### src/sv/vna_pkg.sv
// ----------------------------------------------------------------------------
// vna_pkg
// shared types and defaults for the vertex normal accumulator
// ----------------------------------------------------------------------------
package vna_pkg;

    localparam int VERTEX_COUNT_DEF = 4096;
    localparam int COORD_WIDTH_DEF  = 16;
    localparam int ACC_WIDTH_DEF    = 48;

    // fixed port widths of one item
    localparam int IDX_WIDTH        = 12;
    localparam int COORD_PORT_WIDTH = 16;
    localparam int KIND_WIDTH       = 2;

    typedef enum logic [KIND_WIDTH-1:0] {
        KIND_LOAD = 2'd0,
        KIND_TRI  = 2'd1,
        KIND_READ = 2'd2
    } kind_t;

    // triangle corner select
    typedef enum logic [1:0] {
        SEL_A = 2'd0,
        SEL_B = 2'd1,
        SEL_C = 2'd2
    } sel_t;

    // cross product component select
    typedef enum logic [1:0] {
        COMP_X = 2'd0,
        COMP_Y = 2'd1,
        COMP_Z = 2'd2
    } comp_t;

    typedef enum logic [3:0] {
        S_CLEAR,
        S_IDLE,
        S_DECODE,
        S_LOAD,
        S_RD_A,
        S_RD_B,
        S_RD_C,
        S_DIFF,
        S_MUL_X,
        S_MUL_Y,
        S_MUL_Z,
        S_SUB_Z,
        S_ACC_RD,
        S_ACC_WR,
        S_NRM_RD,
        S_NRM_OUT
    } state_t;

    typedef struct packed {
        logic  item_load;
        logic  vtx_wr;
        logic  vtx_rd;
        sel_t  vtx_sel;
        logic  vtx_shift;
        logic  diff_en;
        logic  mul_en;
        comp_t mul_sel;
        logic  sub_en;
        comp_t sub_sel;
        logic  nrm_rd;
        sel_t  nrm_sel;
        logic  acc_wr;
        logic  rd_out;
        logic  clr_wr;
    } cmd_t;

    typedef struct packed {
        kind_t kind;
        logic  a_ok;
        logic  tri_ok;
        logic  clr_last;
    } status_t;

endpackage

### src/sv/vna_ctrl.sv
// ----------------------------------------------------------------------------
// vna_ctrl
// sequencer for the clearing pass and for load, triangle and read beats
// ----------------------------------------------------------------------------
module vna_ctrl (
    input  logic              clk,
    input  logic              rst_n,
    input  logic              start,
    output logic              busy,
    output vna_pkg::cmd_t     cmd,
    input  vna_pkg::status_t  status
);

    vna_pkg::state_t state_reg;
    vna_pkg::state_t state_next;
    vna_pkg::sel_t   corner_reg;
    vna_pkg::sel_t   corner_next;

    always_ff @(posedge clk or negedge rst_n)
    begin
        if (!rst_n)
        begin
            state_reg  <= vna_pkg::S_CLEAR;
            corner_reg <= vna_pkg::SEL_A;
        end
        else
        begin
            state_reg  <= state_next;
            corner_reg <= corner_next;
        end
    end

    always_comb
    begin
        state_next  = state_reg;
        corner_next = corner_reg;
        cmd         = '0;
        case (state_reg)
            vna_pkg::S_CLEAR:
            begin
                cmd.clr_wr = 1'b1;
                if (status.clr_last)
                    state_next = vna_pkg::S_IDLE;
            end
            vna_pkg::S_IDLE:
            begin
                if (start)
                begin
                    cmd.item_load = 1'b1;
                    state_next    = vna_pkg::S_DECODE;
                end
            end
            vna_pkg::S_DECODE:
            begin
                case (status.kind)
                    vna_pkg::KIND_LOAD:
                        state_next = status.a_ok ? vna_pkg::S_LOAD : vna_pkg::S_IDLE;
                    vna_pkg::KIND_TRI:
                        state_next = status.tri_ok ? vna_pkg::S_RD_A : vna_pkg::S_IDLE;
                    vna_pkg::KIND_READ:
                        state_next = vna_pkg::S_NRM_RD;
                    default:
                        state_next = vna_pkg::S_IDLE;
                endcase
            end
            vna_pkg::S_LOAD:
            begin
                cmd.vtx_wr = 1'b1;
                state_next = vna_pkg::S_IDLE;
            end
            vna_pkg::S_RD_A:
            begin
                cmd.vtx_rd  = 1'b1;
                cmd.vtx_sel = vna_pkg::SEL_A;
                state_next  = vna_pkg::S_RD_B;
            end
            vna_pkg::S_RD_B:
            begin
                cmd.vtx_rd    = 1'b1;
                cmd.vtx_sel   = vna_pkg::SEL_B;
                cmd.vtx_shift = 1'b1;
                state_next    = vna_pkg::S_RD_C;
            end
            vna_pkg::S_RD_C:
            begin
                cmd.vtx_rd    = 1'b1;
                cmd.vtx_sel   = vna_pkg::SEL_C;
                cmd.vtx_shift = 1'b1;
                state_next    = vna_pkg::S_DIFF;
            end
            vna_pkg::S_DIFF:
            begin
                cmd.diff_en = 1'b1;
                state_next  = vna_pkg::S_MUL_X;
            end
            vna_pkg::S_MUL_X:
            begin
                cmd.mul_en  = 1'b1;
                cmd.mul_sel = vna_pkg::COMP_X;
                state_next  = vna_pkg::S_MUL_Y;
            end
            vna_pkg::S_MUL_Y:
            begin
                cmd.mul_en  = 1'b1;
                cmd.mul_sel = vna_pkg::COMP_Y;
                cmd.sub_en  = 1'b1;
                cmd.sub_sel = vna_pkg::COMP_X;
                state_next  = vna_pkg::S_MUL_Z;
            end
            vna_pkg::S_MUL_Z:
            begin
                cmd.mul_en  = 1'b1;
                cmd.mul_sel = vna_pkg::COMP_Z;
                cmd.sub_en  = 1'b1;
                cmd.sub_sel = vna_pkg::COMP_Y;
                state_next  = vna_pkg::S_SUB_Z;
            end
            vna_pkg::S_SUB_Z:
            begin
                cmd.sub_en  = 1'b1;
                cmd.sub_sel = vna_pkg::COMP_Z;
                corner_next = vna_pkg::SEL_A;
                state_next  = vna_pkg::S_ACC_RD;
            end
            vna_pkg::S_ACC_RD:
            begin
                cmd.nrm_rd  = 1'b1;
                cmd.nrm_sel = corner_reg;
                state_next  = vna_pkg::S_ACC_WR;
            end
            vna_pkg::S_ACC_WR:
            begin
                cmd.acc_wr  = 1'b1;
                cmd.nrm_sel = corner_reg;
                case (corner_reg)
                    vna_pkg::SEL_A:
                    begin
                        corner_next = vna_pkg::SEL_B;
                        state_next  = vna_pkg::S_ACC_RD;
                    end
                    vna_pkg::SEL_B:
                    begin
                        corner_next = vna_pkg::SEL_C;
                        state_next  = vna_pkg::S_ACC_RD;
                    end
                    default:
                        state_next = vna_pkg::S_IDLE;
                endcase
            end
            vna_pkg::S_NRM_RD:
            begin
                cmd.nrm_rd  = 1'b1;
                cmd.nrm_sel = vna_pkg::SEL_A;
                state_next  = vna_pkg::S_NRM_OUT;
            end
            vna_pkg::S_NRM_OUT:
            begin
                cmd.rd_out = 1'b1;
                state_next = vna_pkg::S_IDLE;
            end
            default:
                state_next = vna_pkg::S_IDLE;
        endcase
    end

    assign busy = (state_reg != vna_pkg::S_IDLE);

endmodule

### config.mk
export PLATFORM = sky130hd
export DESIGN_NAME = vna_ctrl
export DESIGN_NICKNAME = d
export VERILOG_FILES = /design/src/sv/vna_pkg.sv /design/src/sv/vna_ctrl.sv
export SDC_FILE = /design/constraint.sdc
export NUM_CORES = 1
export LEC_CHECK = 0
export BUFFER_PORTS_ARGS = -buffer_cell sky130_fd_sc_hd__buf_2
export CORE_AREA = 2 2 39 41
export CTS_BUF_LIST = sky130_fd_sc_hd__clkbuf_4 sky130_fd_sc_hd__clkbuf_8
export CTS_CLUSTER_DIAMETER = 120
export CTS_CLUSTER_SIZE = 10
export DETAILED_ROUTE_END_ITERATION = 10
export DIE_AREA = 0 0 41 43
export GPL_TIMING_DRIVEN = 0
export PLACE_DENSITY = 0.75
export RECOVER_POWER = 25
export SLEW_MARGIN = 0
export SYNTH_ARGS = -nofsm -noshare
export SYNTH_HDL_FRONTEND = slang
export SYNTH_SLANG_ARGS = --single-unit
### constraint.sdc
create_clock -name clk -period 1.7 [get_ports clk]
set_input_delay 0.34 -clock clk [delete_from_list [all_inputs] [get_ports clk]]
set_output_delay 0.34 -clock clk [all_outputs]
set_load 0.01 [all_outputs]
==> metrics.txt <==
result of the run complete, but fails checks; violated checks negative setup slack; number of rows created at floorplan 14; grt total ovfl 0; Routed WL per cell 12.0 um; worst slew pin tran 0.311 ns; largest net degree at the start of global routing 11; Layout Area Growth over Synthesis 50.2%; ranking of synthesized cells by instance count sky130_fd_sc_hd__nor2_1 (18), sky130_fd_sc_hd__nand2_1 (7), sky130_fd_sc_hd__buf_2 (6), sky130_fd_sc_hd__dfrtp_1 (6), sky130_fd_sc_hd__nand2b_1 (5); worst-case headroom to the max-slew limit 79.2%; peak ir drop on the vdd network 0.926 mV; Overall Power 0.00157 W; most used flip-flop cell after synthesis sky130_fd_sc_hd__dfrtp_1; Crit path required time 1.36 ns; overall fraction of global-route tracks in use 18.7%; classification of the worst setup path register to output pin; clock-pin slew of the registers on the worst-case setup and hold paths 0.04 ns; final worst-path setup slack -0.00651 ns; number of flip-flops in the largest register 4; Max Clock Skew 0.00316 ns; most used standard cell by instance count after synthesis sky130_fd_sc_hd__nor2_1; vias in the first global route 560; critical path fanouts, max 4; clock network latency to the later pin of the worst-skew pair 0.24 ns; startpoint kind of the worst setup timing path register; Max Cap Violations 0; TritonCTS clock tree done; Die X 41 um; Post-Synthesis Cells 78; H-tree Lvls 1; highest layer used for signal routing met3; fraction of final layout cells with drive strength greater than 1 50.9%; Clock Tree Buf Depth 2; met2 wire len 777 um; number of warnings issued by yosys 0; wire length of the first global-routing pass 2280 um; placed insts 121; signal arrival time at the worst endpoint 1.37 ns; area of the mapped netlist 561 um^2; clock period minus worst slack 1.71 ns; First-pass DRT Iterations 4; proportion of synthesized flip-flops having asynchronous set or reset 100%; synth top area cells sky130_fd_sc_hd__dfrtp_1 (27%), sky130_fd_sc_hd__nor2_1 (12%), sky130_fd_sc_hd__nand2b_1 (5.6%), sky130_fd_sc_hd__buf_2 (5.4%), sky130_fd_sc_hd__nand2_1 (4.7%); TritonCTS Buffers 3; antenna-violating nets left 0; final worst-path cycle share 100%; final standard cell utilization of the core 60.8%; effective utilization at floorplan 40.5%; Slew Viols, Final 0; wire length reported by the detailed router 1540 um; overall die height 43 um; number of diodes added for antenna fixing 0; net count of the mapped netlist 86; Seq cells post-synth 6; register area share after synthesis 26.8%; Syn Area/Cell 7.19 um^2; Die Outline Area 1760 um^2; Setup violations, final 1; crit path max-delay cell type sky130_fd_sc_hd__dfrtp_1; # IOs 28; number of flops mapped to enable cells by yosys 0; Final #Nets 122; detailed-routed wire length on met3 76 um; crit-path max cell delay 0.40 ns; core region area 1380 um^2; power per unit of standard cell area 1860 nW/um^2; WL met1 684 um; library cell occupying the most area in the post-synthesis netlist sky130_fd_sc_hd__dfrtp_1; fmax 0.586 GHz; remaining design rule violation count 0; count of routing violations after the opening detailed-route iteration 9; reported leakage power 0.441 nW; RSZ-0062 raised after global routing true; Port Buffer Count 27; Clock Tree Root sky130_fd_sc_hd__clkbuf_4; Final Hold Violating Endpoints 0; half-perimeter wire length of the detailed placement result 1050 um; fraction of post-synthesis cell area in the top cell type by area 26.8%; kind of cell adding the most delay to the critical path simple AND/OR/NAND/NOR gates; Final Wtd Congestion 0.835; post-route non-filler standard cell count 128; clock sinks 6; via count 673; worst-path cell chain or2_4, or2_1, nor2_1, buf_2; path category of the worst min-delay check input pin to register; buffering stage count on the worst path with inverters included 1; routed via count divided by cell count 5.26; endpoint class of the critical path output pin; initial antenna violation count 0; number of distinct library cells after synthesis 29
[final cells by class]
| type | instances | area [um^2] |
|---|---|---|
| timing repair buffer | 33 | 181 |
| sequential | 6 | 151 |
| inverter | 1 | 3.75 |
| tap | 16 | 20.0 |
| multi-input combinational | 63 | 413 |
| fill | 119 | 542 |
| buffer | 6 | 50.0 |
| clock buffer | 3 | 22.5 |
[tightest hold or removal path: stages]
cell	delay, ns
sky130_fd_sc_hd__buf_2	0.09
sky130_fd_sc_hd__nor2_1	0.04
sky130_fd_sc_hd__nor2_1	0.07
sky130_fd_sc_hd__o22ai_1	0.08
[worst paths after layout]
kind                                from             to  slack [ns]  cells past startpoint
max                         state_reg[3]        cmd[18]      -0.007                      4
min                            status[3]   state_reg[1]        0.43                      4
max reg2reg                 state_reg[3]   state_reg[0]        0.37                      5
min reg2reg                corner_reg[0]  corner_reg[0]        0.59                      1
max in group asynchronous          rst_n   state_reg[1]        0.94                      2
min in group asynchronous          rst_n  corner_reg[0]        0.50                      2
[power breakdown]
group	total (W)	switching (W)	internal, W
sequential	0.000290	0.0000772	0.000212
clock	0.000130	0.0000505	0.0000798
combinational	0.00115	0.000603	0.000546
total	0.00157	0.000731	0.000838
[placed cells by master, fill, tap and decap left out, drive strengths merged, types with 2 or more instances in the layout]
cell type	n
a22o	3
nand2b	5
o21bai	2
dfrtp	6
nor2	18
nand2	7
o21ai	4
nor3b	2
buf	36
or2	2
a21o	2
clkbuf	5
nor2b	2
a21oi	5
o31ai	3
[cells by family after synthesis]
logic type,count (synthesis),share of synthesized area [%]
simple gates,40,33.7
buf+inv,9,9.37
flops,6,26.8
compound gates,23,30.1
[per-stage QoR]
| stage | hold WS, ns | worst slack, ns | instance area [um^2] | setup TNS (ns) |
|---|---|---|---|---|
| final | 0.432 | -0.00651 | 842 | -0.00651 |
| after detailed placement | 0.167 | 0.129 | 716 | 0 |
| after global placement | 0.165 | 0.126 | 716 | 0 |
| after floorplan | 0.0444 | 0.162 | 561 | 0 |
| after CTS | 0.438 | -0.00662 | 772 | -0.00662 |
| after global routing | 0.474 | -0.0610 | 842 | -0.0808 |
[metal layers]
layer | up-vias | GRT usage (%)
li1 | 338 | -
met1 | 318 | 24.0
met2 | 17 | 28.4
met3 | 0 | 8.90
met4 | 0 | 2.67
met5 | - | 0
[repair_timing]
action	CTS	global route
endpoints found under the hold margin	6	0
hold buffers	1	0
endpoints found under the setup margin	5	12
pin swaps	1	1
cloned	0	0
resized for setup	9	13
buffers inserted	1	4
No activity file was read; power rests on OpenSTA's default activity.
